==> src/design/flf_pkg.sv <==
`timescale 1ns / 1ps
// ----------------------------------------------------------------------------
// flf_pkg
// Shared types and constants for the framed log byte ring with frame drain.
// ----------------------------------------------------------------------------
package flf_pkg;

    localparam int DEF_RING_DEPTH = 512;
    localparam int QUEUE_DEPTH    = 2;

    localparam logic [1:0] MODE_START   = 2'd0;
    localparam logic [1:0] MODE_PAYLOAD = 2'd1;
    localparam logic [1:0] MODE_END     = 2'd2;
    localparam logic [1:0] MODE_XMIT    = 2'd3;

    localparam logic [1:0] REG_FRAME_ID = 2'd0;
    localparam logic [1:0] REG_MIN_FREE = 2'd1;
    localparam logic [1:0] REG_TRAILER  = 2'd2;

    localparam logic [10:0] FRAME_ID_RST = 11'h56C;
    localparam logic [1:0]  MIN_FREE_RST = 2'd2;
    localparam logic [15:0] TRAILER_RST  = 16'hBBCC;

    localparam logic [8:0]  FILL_MAX   = 9'd511;
    localparam logic [31:0] LOST_MAX   = 32'hFFFF_FFFF;
    localparam logic [3:0]  FRAME_BYTES = 4'd8;

    typedef enum logic [1:0] {
        OP_PUSH_ONE,
        OP_PUSH_TWO,
        OP_DRAIN
    } op_t;

    typedef struct packed {
        op_t         op;
        logic [7:0]  first_byte;
        logic [7:0]  second_byte;
        logic        drain_ok;
        logic [10:0] ident;
    } cmd_t;

    typedef struct packed {
        logic        frame_valid;
        logic [63:0] frame_data;
        logic [10:0] frame_ident;
        logic [3:0]  byte_count;
        logic [31:0] lost_bytes;
        logic [8:0]  fill_level;
    } res_t;

endpackage

==> src/design/framed_log_fifo_can_drain.sv <==
`timescale 1ns / 1ps
// ----------------------------------------------------------------------------
// framed_log_fifo_can_drain
// Byte ring for log records that drains into eight-byte bus frames.
//
//   channel   handshake            payload
//   item in   start / busy         mode, preamble, data_byte, free_mailboxes
//   result    done (one cycle)     frame_valid, frame_data, frame_ident,
//                                  byte_count, lost_bytes, fill_level
//   config    wr_en                wr_index, wr_data
//
// A drain reads one byte per cycle through the ring memory read port.
// busy rises only while the two-entry command queue is full.
// Reset clears pointers, fill and lost counters and restores the registers;
// the ring memory is not cleared. Results cannot be held off by the receiver.
// ----------------------------------------------------------------------------
module framed_log_fifo_can_drain
    import flf_pkg::*;
#(
    parameter int RING_DEPTH = DEF_RING_DEPTH
)
(
    input  logic        clk,
    input  logic        rst_n,
    input  logic        wr_en,
    input  logic [1:0]  wr_index,
    input  logic [15:0] wr_data,
    input  logic        start,
    output logic        busy,
    input  logic [1:0]  mode,
    input  logic [15:0] preamble,
    input  logic [7:0]  data_byte,
    input  logic [1:0]  free_mailboxes,
    output logic        done,
    output logic        frame_valid,
    output logic [63:0] frame_data,
    output logic [10:0] frame_ident,
    output logic [3:0]  byte_count,
    output logic [31:0] lost_bytes,
    output logic [8:0]  fill_level
);

    logic q_full;
    logic enq;
    cmd_t enq_cmd;
    logic head_valid;
    cmd_t head_cmd;
    logic cmd_pop;
    res_t res;

    flf_front u_front (
        .clk            (clk),
        .rst_n          (rst_n),
        .wr_en          (wr_en),
        .wr_index       (wr_index),
        .wr_data        (wr_data),
        .start          (start),
        .mode           (mode),
        .preamble       (preamble),
        .data_byte      (data_byte),
        .free_mailboxes (free_mailboxes),
        .q_full         (q_full),
        .busy           (busy),
        .enq            (enq),
        .cmd            (enq_cmd)
    );

    flf_cmd_q u_cmd_q (
        .clk        (clk),
        .rst_n      (rst_n),
        .push       (enq),
        .push_cmd   (enq_cmd),
        .pop        (cmd_pop),
        .full       (q_full),
        .head_valid (head_valid),
        .head_cmd   (head_cmd)
    );

    flf_back #(
        .RING_DEPTH (RING_DEPTH)
    ) u_back (
        .clk       (clk),
        .rst_n     (rst_n),
        .cmd_valid (head_valid),
        .cmd_in    (head_cmd),
        .cmd_pop   (cmd_pop),
        .done      (done),
        .res       (res)
    );

    assign frame_valid = res.frame_valid;
    assign frame_data  = res.frame_data;
    assign frame_ident = res.frame_ident;
    assign byte_count  = res.byte_count;
    assign lost_bytes  = res.lost_bytes;
    assign fill_level  = res.fill_level;

endmodule

==> src/design/flf_front.sv <==
`timescale 1ns / 1ps
// ----------------------------------------------------------------------------
// flf_front
// Configuration registers and item intake: turns each accepted item into a
// byte-push or drain command for the back end.
// ----------------------------------------------------------------------------
module flf_front
    import flf_pkg::*;
(
    input  logic        clk,
    input  logic        rst_n,
    input  logic        wr_en,
    input  logic [1:0]  wr_index,
    input  logic [15:0] wr_data,
    input  logic        start,
    input  logic [1:0]  mode,
    input  logic [15:0] preamble,
    input  logic [7:0]  data_byte,
    input  logic [1:0]  free_mailboxes,
    input  logic        q_full,
    output logic        busy,
    output logic        enq,
    output cmd_t        cmd
);

    logic [10:0] frame_id_reg;
    logic [1:0]  min_free_reg;
    logic [15:0] trailer_reg;

    always_ff @(posedge clk or negedge rst_n)
    begin
        if (!rst_n)
        begin
            frame_id_reg <= FRAME_ID_RST;
            min_free_reg <= MIN_FREE_RST;
            trailer_reg  <= TRAILER_RST;
        end
        else if (wr_en)
        begin
            case (wr_index)
                REG_FRAME_ID: frame_id_reg <= wr_data[10:0];
                REG_MIN_FREE: min_free_reg <= wr_data[1:0];
                REG_TRAILER:  trailer_reg  <= wr_data;
                default:      ;
            endcase
        end
    end

    assign busy = q_full;
    assign enq  = start && !q_full;

    always_comb
    begin
        cmd.op          = OP_DRAIN;
        cmd.first_byte  = 8'd0;
        cmd.second_byte = 8'd0;
        cmd.drain_ok    = 1'b0;
        cmd.ident       = frame_id_reg;
        case (mode)
            MODE_START:
            begin
                cmd.op          = OP_PUSH_TWO;
                cmd.first_byte  = preamble[15:8];
                cmd.second_byte = preamble[7:0];
            end
            MODE_PAYLOAD:
            begin
                cmd.op         = OP_PUSH_ONE;
                cmd.first_byte = data_byte;
            end
            MODE_END:
            begin
                cmd.op          = OP_PUSH_TWO;
                cmd.first_byte  = trailer_reg[15:8];
                cmd.second_byte = trailer_reg[7:0];
            end
            default:
            begin
                cmd.op       = OP_DRAIN;
                cmd.drain_ok = (free_mailboxes >= min_free_reg);
            end
        endcase
    end

endmodule

==> src/design/flf_cmd_q.sv <==
`timescale 1ns / 1ps
// ----------------------------------------------------------------------------
// flf_cmd_q
// Short command queue between intake and ring engine.
// ----------------------------------------------------------------------------
module flf_cmd_q
    import flf_pkg::*;
(
    input  logic clk,
    input  logic rst_n,
    input  logic push,
    input  cmd_t push_cmd,
    input  logic pop,
    output logic full,
    output logic head_valid,
    output cmd_t head_cmd
);

    localparam int QW = (QUEUE_DEPTH > 1) ? $clog2(QUEUE_DEPTH) : 1;
    localparam int CW = $clog2(QUEUE_DEPTH + 1);

    cmd_t          entry_reg [QUEUE_DEPTH];
    logic [QW-1:0] wr_ptr_reg;
    logic [QW-1:0] rd_ptr_reg;
    logic [CW-1:0] count_reg;

    assign full       = (count_reg == CW'(QUEUE_DEPTH));
    assign head_valid = (count_reg != '0);
    assign head_cmd   = entry_reg[rd_ptr_reg];

    always_ff @(posedge clk)
    begin
        if (push)
        begin
            entry_reg[wr_ptr_reg] <= push_cmd;
        end
    end

    always_ff @(posedge clk or negedge rst_n)
    begin
        if (!rst_n)
        begin
            wr_ptr_reg <= '0;
            rd_ptr_reg <= '0;
            count_reg  <= '0;
        end
        else
        begin
            if (push)
            begin
                wr_ptr_reg <= (wr_ptr_reg == QW'(QUEUE_DEPTH - 1)) ? '0 : wr_ptr_reg + QW'(1);
            end
            if (pop)
            begin
                rd_ptr_reg <= (rd_ptr_reg == QW'(QUEUE_DEPTH - 1)) ? '0 : rd_ptr_reg + QW'(1);
            end
            if (push && !pop)
            begin
                count_reg <= count_reg + CW'(1);
            end
            else if (pop && !push)
            begin
                count_reg <= count_reg - CW'(1);
            end
        end
    end

endmodule

==> src/design/flf_back.sv <==
`timescale 1ns / 1ps
// ----------------------------------------------------------------------------
// flf_back
// Ring engine: byte ring memory, pointers, lost-byte counter and frame drain.
// ----------------------------------------------------------------------------
module flf_back
    import flf_pkg::*;
#(
    parameter int RING_DEPTH = DEF_RING_DEPTH
)
(
    input  logic clk,
    input  logic rst_n,
    input  logic cmd_valid,
    input  cmd_t cmd_in,
    output logic cmd_pop,
    output logic done,
    output res_t res
);

    localparam int PTR_W = $clog2(RING_DEPTH);

    typedef enum logic [2:0] {
        ST_IDLE  = 3'b001,
        ST_PUSH  = 3'b010,
        ST_DRAIN = 3'b100
    } state_t;

    logic [7:0]       byte_ring [RING_DEPTH];

    state_t           state_reg, state_next;
    cmd_t             cmd_reg, cmd_next;
    logic             push_idx_reg, push_idx_next;
    logic [PTR_W-1:0] wp_reg, wp_next;
    logic [PTR_W-1:0] rp_reg, rp_next;
    logic [PTR_W-1:0] fill_reg, fill_next;
    logic [31:0]      lost_reg, lost_next;
    logic [63:0]      frame_reg, frame_next;
    logic [3:0]       issue_cnt_reg, issue_cnt_next;
    logic [2:0]       cap_idx_reg, cap_idx_next;
    logic             pend_reg, pend_next;
    logic             done_reg, done_next;
    res_t             res_reg, res_next;
    logic [7:0]       rd_data_reg;

    logic             mem_we;
    logic             mem_re;
    logic [7:0]       wr_byte;
    logic             ring_full;
    logic             issue;
    logic [8:0]       fill_sat;

    assign done = done_reg;
    assign res  = res_reg;

    always_ff @(posedge clk)
    begin
        if (mem_we)
        begin
            byte_ring[wp_reg] <= wr_byte;
        end
        if (mem_re)
        begin
            rd_data_reg <= byte_ring[rp_reg];
        end
    end

    assign wr_byte   = push_idx_reg ? cmd_reg.second_byte : cmd_reg.first_byte;
    assign ring_full = (fill_reg == PTR_W'(RING_DEPTH - 1));
    assign issue     = (issue_cnt_reg != FRAME_BYTES) && (fill_reg != '0);

    always_comb
    begin
        if (32'(fill_next) > 32'(FILL_MAX))
        begin
            fill_sat = FILL_MAX;
        end
        else
        begin
            fill_sat = 9'(fill_next);
        end
    end

    always_comb
    begin
        state_next     = state_reg;
        cmd_next       = cmd_reg;
        push_idx_next  = push_idx_reg;
        wp_next        = wp_reg;
        rp_next        = rp_reg;
        fill_next      = fill_reg;
        lost_next      = lost_reg;
        frame_next     = frame_reg;
        issue_cnt_next = issue_cnt_reg;
        cap_idx_next   = cap_idx_reg;
        pend_next      = pend_reg;
        done_next      = 1'b0;
        cmd_pop        = 1'b0;
        mem_we         = 1'b0;
        mem_re         = 1'b0;

        res_next             = res_reg;
        res_next.frame_valid = 1'b0;
        res_next.frame_data  = 64'd0;
        res_next.frame_ident = 11'd0;
        res_next.byte_count  = 4'd0;

        case (state_reg)
            ST_IDLE:
            begin
                if (cmd_valid)
                begin
                    cmd_pop       = 1'b1;
                    cmd_next      = cmd_in;
                    push_idx_next = 1'b0;
                    case (cmd_in.op)
                        OP_PUSH_ONE, OP_PUSH_TWO:
                        begin
                            state_next = ST_PUSH;
                        end
                        OP_DRAIN:
                        begin
                            if (cmd_in.drain_ok && (fill_reg != '0))
                            begin
                                state_next     = ST_DRAIN;
                                frame_next     = 64'd0;
                                issue_cnt_next = 4'd0;
                                cap_idx_next   = 3'd0;
                                pend_next      = 1'b0;
                            end
                            else
                            begin
                                done_next = 1'b1;
                            end
                        end
                        default:
                        begin
                            done_next = 1'b1;
                        end
                    endcase
                end
            end
            ST_PUSH:
            begin
                if (ring_full)
                begin
                    if (lost_reg != LOST_MAX)
                    begin
                        lost_next = lost_reg + 32'd1;
                    end
                end
                else
                begin
                    mem_we    = 1'b1;
                    wp_next   = (wp_reg == PTR_W'(RING_DEPTH - 1)) ? '0 : wp_reg + PTR_W'(1);
                    fill_next = fill_reg + PTR_W'(1);
                end
                if ((cmd_reg.op != OP_PUSH_TWO) || push_idx_reg)
                begin
                    state_next = ST_IDLE;
                    done_next  = 1'b1;
                end
                else
                begin
                    push_idx_next = 1'b1;
                end
            end
            ST_DRAIN:
            begin
                // overlap the next read with capture of the last
                if (issue)
                begin
                    mem_re         = 1'b1;
                    rp_next        = (rp_reg == PTR_W'(RING_DEPTH - 1)) ? '0 : rp_reg + PTR_W'(1);
                    fill_next      = fill_reg - PTR_W'(1);
                    issue_cnt_next = issue_cnt_reg + 4'd1;
                end
                pend_next = issue;
                if (pend_reg)
                begin
                    frame_next[{cap_idx_reg, 3'b000} +: 8] = rd_data_reg;
                    cap_idx_next = cap_idx_reg + 3'd1;
                end
                if (!issue && !pend_reg)
                begin
                    state_next           = ST_IDLE;
                    done_next            = 1'b1;
                    res_next.frame_valid = 1'b1;
                    res_next.frame_data  = frame_reg;
                    res_next.frame_ident = cmd_reg.ident;
                    res_next.byte_count  = issue_cnt_reg;
                end
            end
            default:
            begin
                state_next = ST_IDLE;
            end
        endcase

        res_next.lost_bytes = lost_next;
        res_next.fill_level = fill_sat;
    end

    always_ff @(posedge clk or negedge rst_n)
    begin
        if (!rst_n)
        begin
            state_reg     <= ST_IDLE;
            push_idx_reg  <= 1'b0;
            wp_reg        <= '0;
            rp_reg        <= '0;
            fill_reg      <= '0;
            lost_reg      <= '0;
            issue_cnt_reg <= '0;
            cap_idx_reg   <= '0;
            pend_reg      <= 1'b0;
            done_reg      <= 1'b0;
        end
        else
        begin
            state_reg     <= state_next;
            push_idx_reg  <= push_idx_next;
            wp_reg        <= wp_next;
            rp_reg        <= rp_next;
            fill_reg      <= fill_next;
            lost_reg      <= lost_next;
            issue_cnt_reg <= issue_cnt_next;
            cap_idx_reg   <= cap_idx_next;
            pend_reg      <= pend_next;
            done_reg      <= done_next;
        end
    end

    always_ff @(posedge clk)
    begin
        cmd_reg   <= cmd_next;
        frame_reg <= frame_next;
        res_reg   <= res_next;
    end

endmodule

==> config.mk <==
export PLATFORM = sky130hd
export DESIGN_NAME = framed_log_fifo_can_drain
export DESIGN_NICKNAME = d
export VERILOG_FILES = /design/src/design/flf_pkg.sv /design/src/design/framed_log_fifo_can_drain.sv /design/src/design/flf_front.sv /design/src/design/flf_cmd_q.sv /design/src/design/flf_back.sv
export SDC_FILE = /design/constraint.sdc
export NUM_CORES = 2
export LEC_CHECK = 0
export BUFFER_PORTS_ARGS = -buffer_cell sky130_fd_sc_hd__clkbuf_2
export CAP_MARGIN = 20
export CORE_ASPECT_RATIO = 1.75
export CORE_MARGIN = 2
export CORE_UTILIZATION = 50
export DETAILED_ROUTE_END_ITERATION = 12
export PLACE_DENSITY = 0.71
export SETUP_SLACK_MARGIN = 0.3
export SLEW_MARGIN = 20
export SYNTH_ARGS = -nofsm -noshare
export SYNTH_HDL_FRONTEND = slang
export SYNTH_HIERARCHICAL = 1
export SYNTH_MEMORY_MAX_BITS = 65536
export SYNTH_SLANG_ARGS = --single-unit
==> constraint.sdc <==
create_clock -name clk -period 8.1 [get_ports clk]
set_input_delay 0 -clock clk [delete_from_list [all_inputs] [get_ports clk]]
set_output_delay 0 -clock clk [all_outputs]
set_load 0.05 [all_outputs]
# Word-level counts from Yosys, hierarchy flattened
# Memory sizes are Yosys's and may differ from the RTL's. A register that Yosys moved wholly into a read port is not among the register bits.
# Index checks and enable logic that the tools add are counted.
# Widths: inputs -> output; s select.
dict set report totals {
  ff_bits 319
  mem_bits_rw 4156
  out_inout_bits 123
  n_memories 2
}
# name words word_bits read_ports rd_ports_with_merged_regs wr line
set memory_table {}
lappend memory_table {u_back.byte_ring 512 8 1 1 1 flf_back.sv:29} ;# logic [7:0] byte_ring [RING_DEPTH];
lappend memory_table {u_cmd_q.entry_reg 2 30 1 0 1 flf_cmd_q.sv:22} ;# cmd_t entry_reg [QUEUE_DEPTH];
dict set report op_classes {
  addsub 12
  order_cmp 1
  eq_ne 26
  n_shift 2
  mux 63
  n_bitwise 1
  reduce_logical 35
}
# op count
set ops {}
lappend ops {{$mux 64} 4}
lappend ops {{$pmux 64 s2} 1}
lappend ops {{$mux 32} 3}
lappend ops {{$mux 80} 1}
lappend ops {{$bwmux 64} 1}
lappend ops {{$shift 8x8->64 const A} 1}
lappend ops {{$shiftx 8x8->64} 1}
lappend ops {{$mux 9} 4}
lappend ops {{$add 32x1->32 const B} 1}
lappend ops {{$ne 32x32->1 const B} 1}
lappend ops {{$add 9x1->9 const B} 3}
lappend ops {{$eq 9x9->1 const B} 3}
lappend ops {{$mux 3} 8}
lappend ops {{$pmux 8 s3} 1}
lappend ops {{$mux 1} 22}
lappend ops {{$pmux 9 s2} 1}
lappend ops {{$mux 4} 4}
lappend ops {{$pmux 8 s2} 1}
lappend ops {{$reduce_and 5->1} 3}
lappend ops {{$reduce_and 2->1} 7}
lappend ops {{$ne 2x1->1 const B} 6}
lappend ops {{$pmux 3 s2} 2}
lappend ops {{$pmux 3 s3} 1}
lappend ops {{$reduce_bool 9->1} 1}
lappend ops {{33 further kinds} 59}

# Depth between registers and ports, before layout
dict set report depth {
  ltp_word 7
  ltp_mapped 13
  ltp_nobuf 10
}

# Modules after synthesis
# Netlist, hierarchy kept.
# mod n_inst cells_per_inst area_per_inst_um2
set by_module_without_submodules {}
lappend by_module_without_submodules {flf_back 1 8571 170204.5}
lappend by_module_without_submodules {flf_cmd_q 1 109 2362.3}
lappend by_module_without_submodules {flf_front 1 120 1544.0}

# Worst setup path before layout
# Ideal clock, no wire load.
dict set report synth_timing {
  kind {flip-flop to flip-flop}
  start {register u_back.push_idx_reg}
  end {memory u_back.byte_ring[0][0], data pin}
  arrival_ns 4.192
  required_time_ns 7.189
  setup_slack_ns 2.997
  stages_incl_launch_ff 3
  n_path_buf 1
  cell_sequence {dfrtp_1 clkbuf_1 mux2_2}
}
dict set report synth_via {
  elab_chain_cells 1
}
# element line
set synth_lines {}
lappend synth_lines {{start: declaration} flf_back.sv:33} ;# logic push_idx_reg, push_idx_next;
lappend synth_lines {{start signal: assignment} flf_back.sv:222} ;# push_idx_reg <= push_idx_next;
lappend synth_lines {{$mux 8} flf_back.sv:68} ;# assign wr_byte = push_idx_reg ? cmd_reg.second_byte : cmd_reg.first_byte;
lappend synth_lines {{via u_back.wr_byte[0]} flf_back.sv:48} ;# logic [7:0] wr_byte;
lappend synth_lines {{end: declaration} flf_back.sv:29}
# The timed path passes the listed nets, and every way through them passes these cells.

==> impl_metrics.yaml <==
outcome:
  status: "finished clean"
clock_network:
  clock_path_buffers: 4
  path_clk_slew_ns: 0.07
  cts_root_buf: "clkbuf_16"
  tritoncts: "yes"
  cts.sinks: 4483
  htreeDepth: 5
  ctsResizeCount: 0
  cts_buffers: 366
  clk_latency_ns: 0.96
die:
  die_width_um: 450
  placementRows: 286
  dieArea_um2: 353000
  io_pins: 173
  dieHeight_um: 785
  initial_core_util: 0.502
  coreArea_um2: 347000
detailed_routing:
  detail-route-antenna-nets: 0
  first_pass_iters: 9
  vias_per_cell: 6.54
  drc: 0
  first_iter_violations: 12788
  drt-total-wl_mm: 496
  wl_per_cell_um: 35.4
  num_vias: 91762
layout:
  synthToLayoutAreaGrowth_pct: 10.8
  fillers: 25212
  largest_reg_flops: 4096
  post-route-util: 0.556
  drive_gt1_frac: 0.214
  final_nets: 9165
global_route:
  grt.total_usage: 0.278
  antenna_found_initial: 27
  first_global_vias: 92022
  grt_use_met1: 0.309
  grtUsageMet3: 0.0491
  grt_pass1_wl_mm: 696
  grt-ovfl-total: 0
  busiest_layer: "met2"
  grtUsageMet2: 0.469
  grt_max_degree: 218
placement:
  place_ws_ns: 2.41
  place_congestion: 0.928
  dpl.hpwl_mm: 308
  port_buffers: 172
synthesis:
  synth.distinct_cells: 89
  seq_area_frac_synth: 0.763
  synth.most_common_cell: "edfxtp_1"
  synth_top_area_cell: "edfxtp_1"
  synth-seq-cells: 4483
  synth_common_cells: "edfxtp_1, mux4_2, nor2_1"
  dominantRegCellSynth: "edfxtp_1"
  yosys_warnings: 6
  synth-edff-count: 4257
  synthCells: 8800
  synth_top_area_share: 0.734
  synthesis.area_um2: 174000
  synth.avg_cell_area_um2: 19.8
  ys_top_cells_by_area: "edfxtp_1, mux4_2, mux2i_1"
  synth-async-reset-ratio: 0.0234
  synth_fp_nets: 8871
setup_path:
  path_class: "flip-flop to flip-flop"
  worst_ep_required_time_ns: 8.81
  r2r_setup_slack_ns: 2.34
  end_kind: "flip-flop"
  rr_worst_depth: 9
  arrival_ns: 6.47
  startpoint_type: "flip-flop"
  r2r-start: "u_back/rp_reg[0]$_DFFE_PN0P_"
  crit_fanout: 57
  reg2reg_to: "u_back/rd_data_reg[4]$_DFFE_PP_"
sta:
  finClkSkew_ns: 0.0610
  hold_viol: 0
  rsz0062_at_grt: "false"
  fin_crit_sh: 0.712
  setup_tns_ns: 0
  fmax_ghz: 0.174
  tightest_slew_ns: 1.33
  layout_min_cycle_time_ns: 5.76
  slew_violations: 0
  maxSlewHeadroom: 0.114
  setup_ws_ns: 2.34
  setup_violations: 0
pwr:
  max-vdd-ir-drop_uv: 384
  power.density_nw_per_um2: 324
  p_leak_uw: 0.0595
min_path:
  hold_depth: 4
  min_from: "preamble[5]"
  holdPathEnd: "u_cmd_q/entry_reg[0][17]$_DFFE_PP_"
  hold_path_class: "primary input to flip-flop"
job:
  max_cap_viol_count: 0
[routing by layer]
layer,part of all wire,vias to the layer above
li1,-,36390
met1,0.31,47690
met2,0.50,6108
met3,0.094,1564
met4,0.10,10
met5,0.00014,-
[cell type report]
class,instances,area (µm²),area share
inverters,26,110,0.000571
diodes,26,65.1,0.000337
clock inverters,218,2070,0.0107
repair buffers,465,3660,0.0190
clock buffers,443,9720,0.0504
flip-flops and latches,4483,133000,0.689
well taps,4608,5770,0.0299
multi-input cells,3752,38500,0.200
[power breakdown]
group	switching, µW	internal (µW)
clock	8200	9610
combinational	9820	4670
sequential	306	29900
[per-stage QoR]
stage / instance area [µm²] / power [µW] / instances / hold WS (ns)
2_1_floorplan: 174000 / 40700 / 8800 / -0.296
3_5_place_dp: 180000 / 44900 / 13240 / 0.0657
6_report: 193000 / 62500 / 14021 / 0.0751
4_1_cts: 193000 / 62500 / 13990 / 0.00434
5_1_grt: 193000 / 64100 / 14003 / 0.0626
3_3_place_gp: 180000 / 44400 / 13238 / 0.0604
[worst max-delay path: stages (launching register included)]
cell and delay [ns]:
dfrtp_4 0.96, buf_4 0.70, buf_12 0.45, mux4_2 0.60, a22o_1 0.25, a211oi_1 0.79
a211oi_2 0.31, nor4_1 0.64, o221ai_1 0.40, o32a_1 0.27
[worst max-delay path by stage]
stage / from / end / slack, ns / cells past startpoint
final: u_back/rp_reg[0]$_DFFE_PN0P_ / u_back/rd_data_reg[4]$_DFFE_PP_ / 2.34 / 9
after global routing: u_back/rp_reg[0]$_DFFE_PN0P_ / u_back/rd_data_reg[4]$_DFFE_PP_ / 2.45 / 9
after CTS: u_back/rp_reg[0]$_DFFE_PN0P_ / u_back/rd_data_reg[4]$_DFFE_PP_ / 2.41 / 9
after detailed placement: u_back/rp_reg[0]$_DFFE_PN0P_ / u_back/rd_data_reg[4]$_DFFE_PP_ / 2.41 / 9
after global placement: u_back/rp_reg[0]$_DFFE_PN0P_ / u_back/rd_data_reg[4]$_DFFE_PP_ / 2.35 / 9
after floorplan: u_back/push_idx_reg$_DFFE_PN0P_ / u_back/byte_ring[0][0]$_DFFE_PP_ / 3.00 / 2
[cell families (layout without fill, tap and decap cells)]
| family | Yosys count | in the layout | share of synthesized area |
|---|---|---|---|
| other cells | 0 | 26 | 0 |
| fa+ha+maj | 21 | 21 | 0.00151 |
| simple gates | 1386 | 1386 | 0.0357 |
| mux | 1426 | 1426 | 0.145 |
| flops | 4483 | 4483 | 0.763 |
| xor+xnor | 44 | 44 | 0.00221 |
| buf+inv | 565 | 1152 | 0.0183 |
| compound gates | 875 | 875 | 0.0341 |
[cells in the final DEF, fill, tap and decap left out, types with 24 or more instances in the layout]
cell              n
edfxtp_1       4257
nor2_1          667
dfrtp_1          80
dlygate4sd3_1    88
nand3_1          61
bufinv_16        31
nand2_1         269
nand4_1          30
clkbuf_16       377
buf_4           174
nor3_1           84
buf_12           24
a21oi_1         222
clkbuf_1         62
clkinv_1         53
and2_1           87
a221oi_1         51
clkinv_2         71
a211oi_1         33
mux2_2           89
a22oi_1         116
diode_2          26
xnor2_1          27
clkbuf_2        171
mux2i_1         459
o21ai_0         103
mux4_2          853
o22ai_1          77
o221ai_1         66
dfxtp_1         121
a31oi_1          35
[repair_timing]
action	4_1_cts	5_1_grt
setup buffers	0	0
hold buffers	89	0
hold endpoints to repair	235	0
Note: power is estimated with default switching activity, not from simulation.
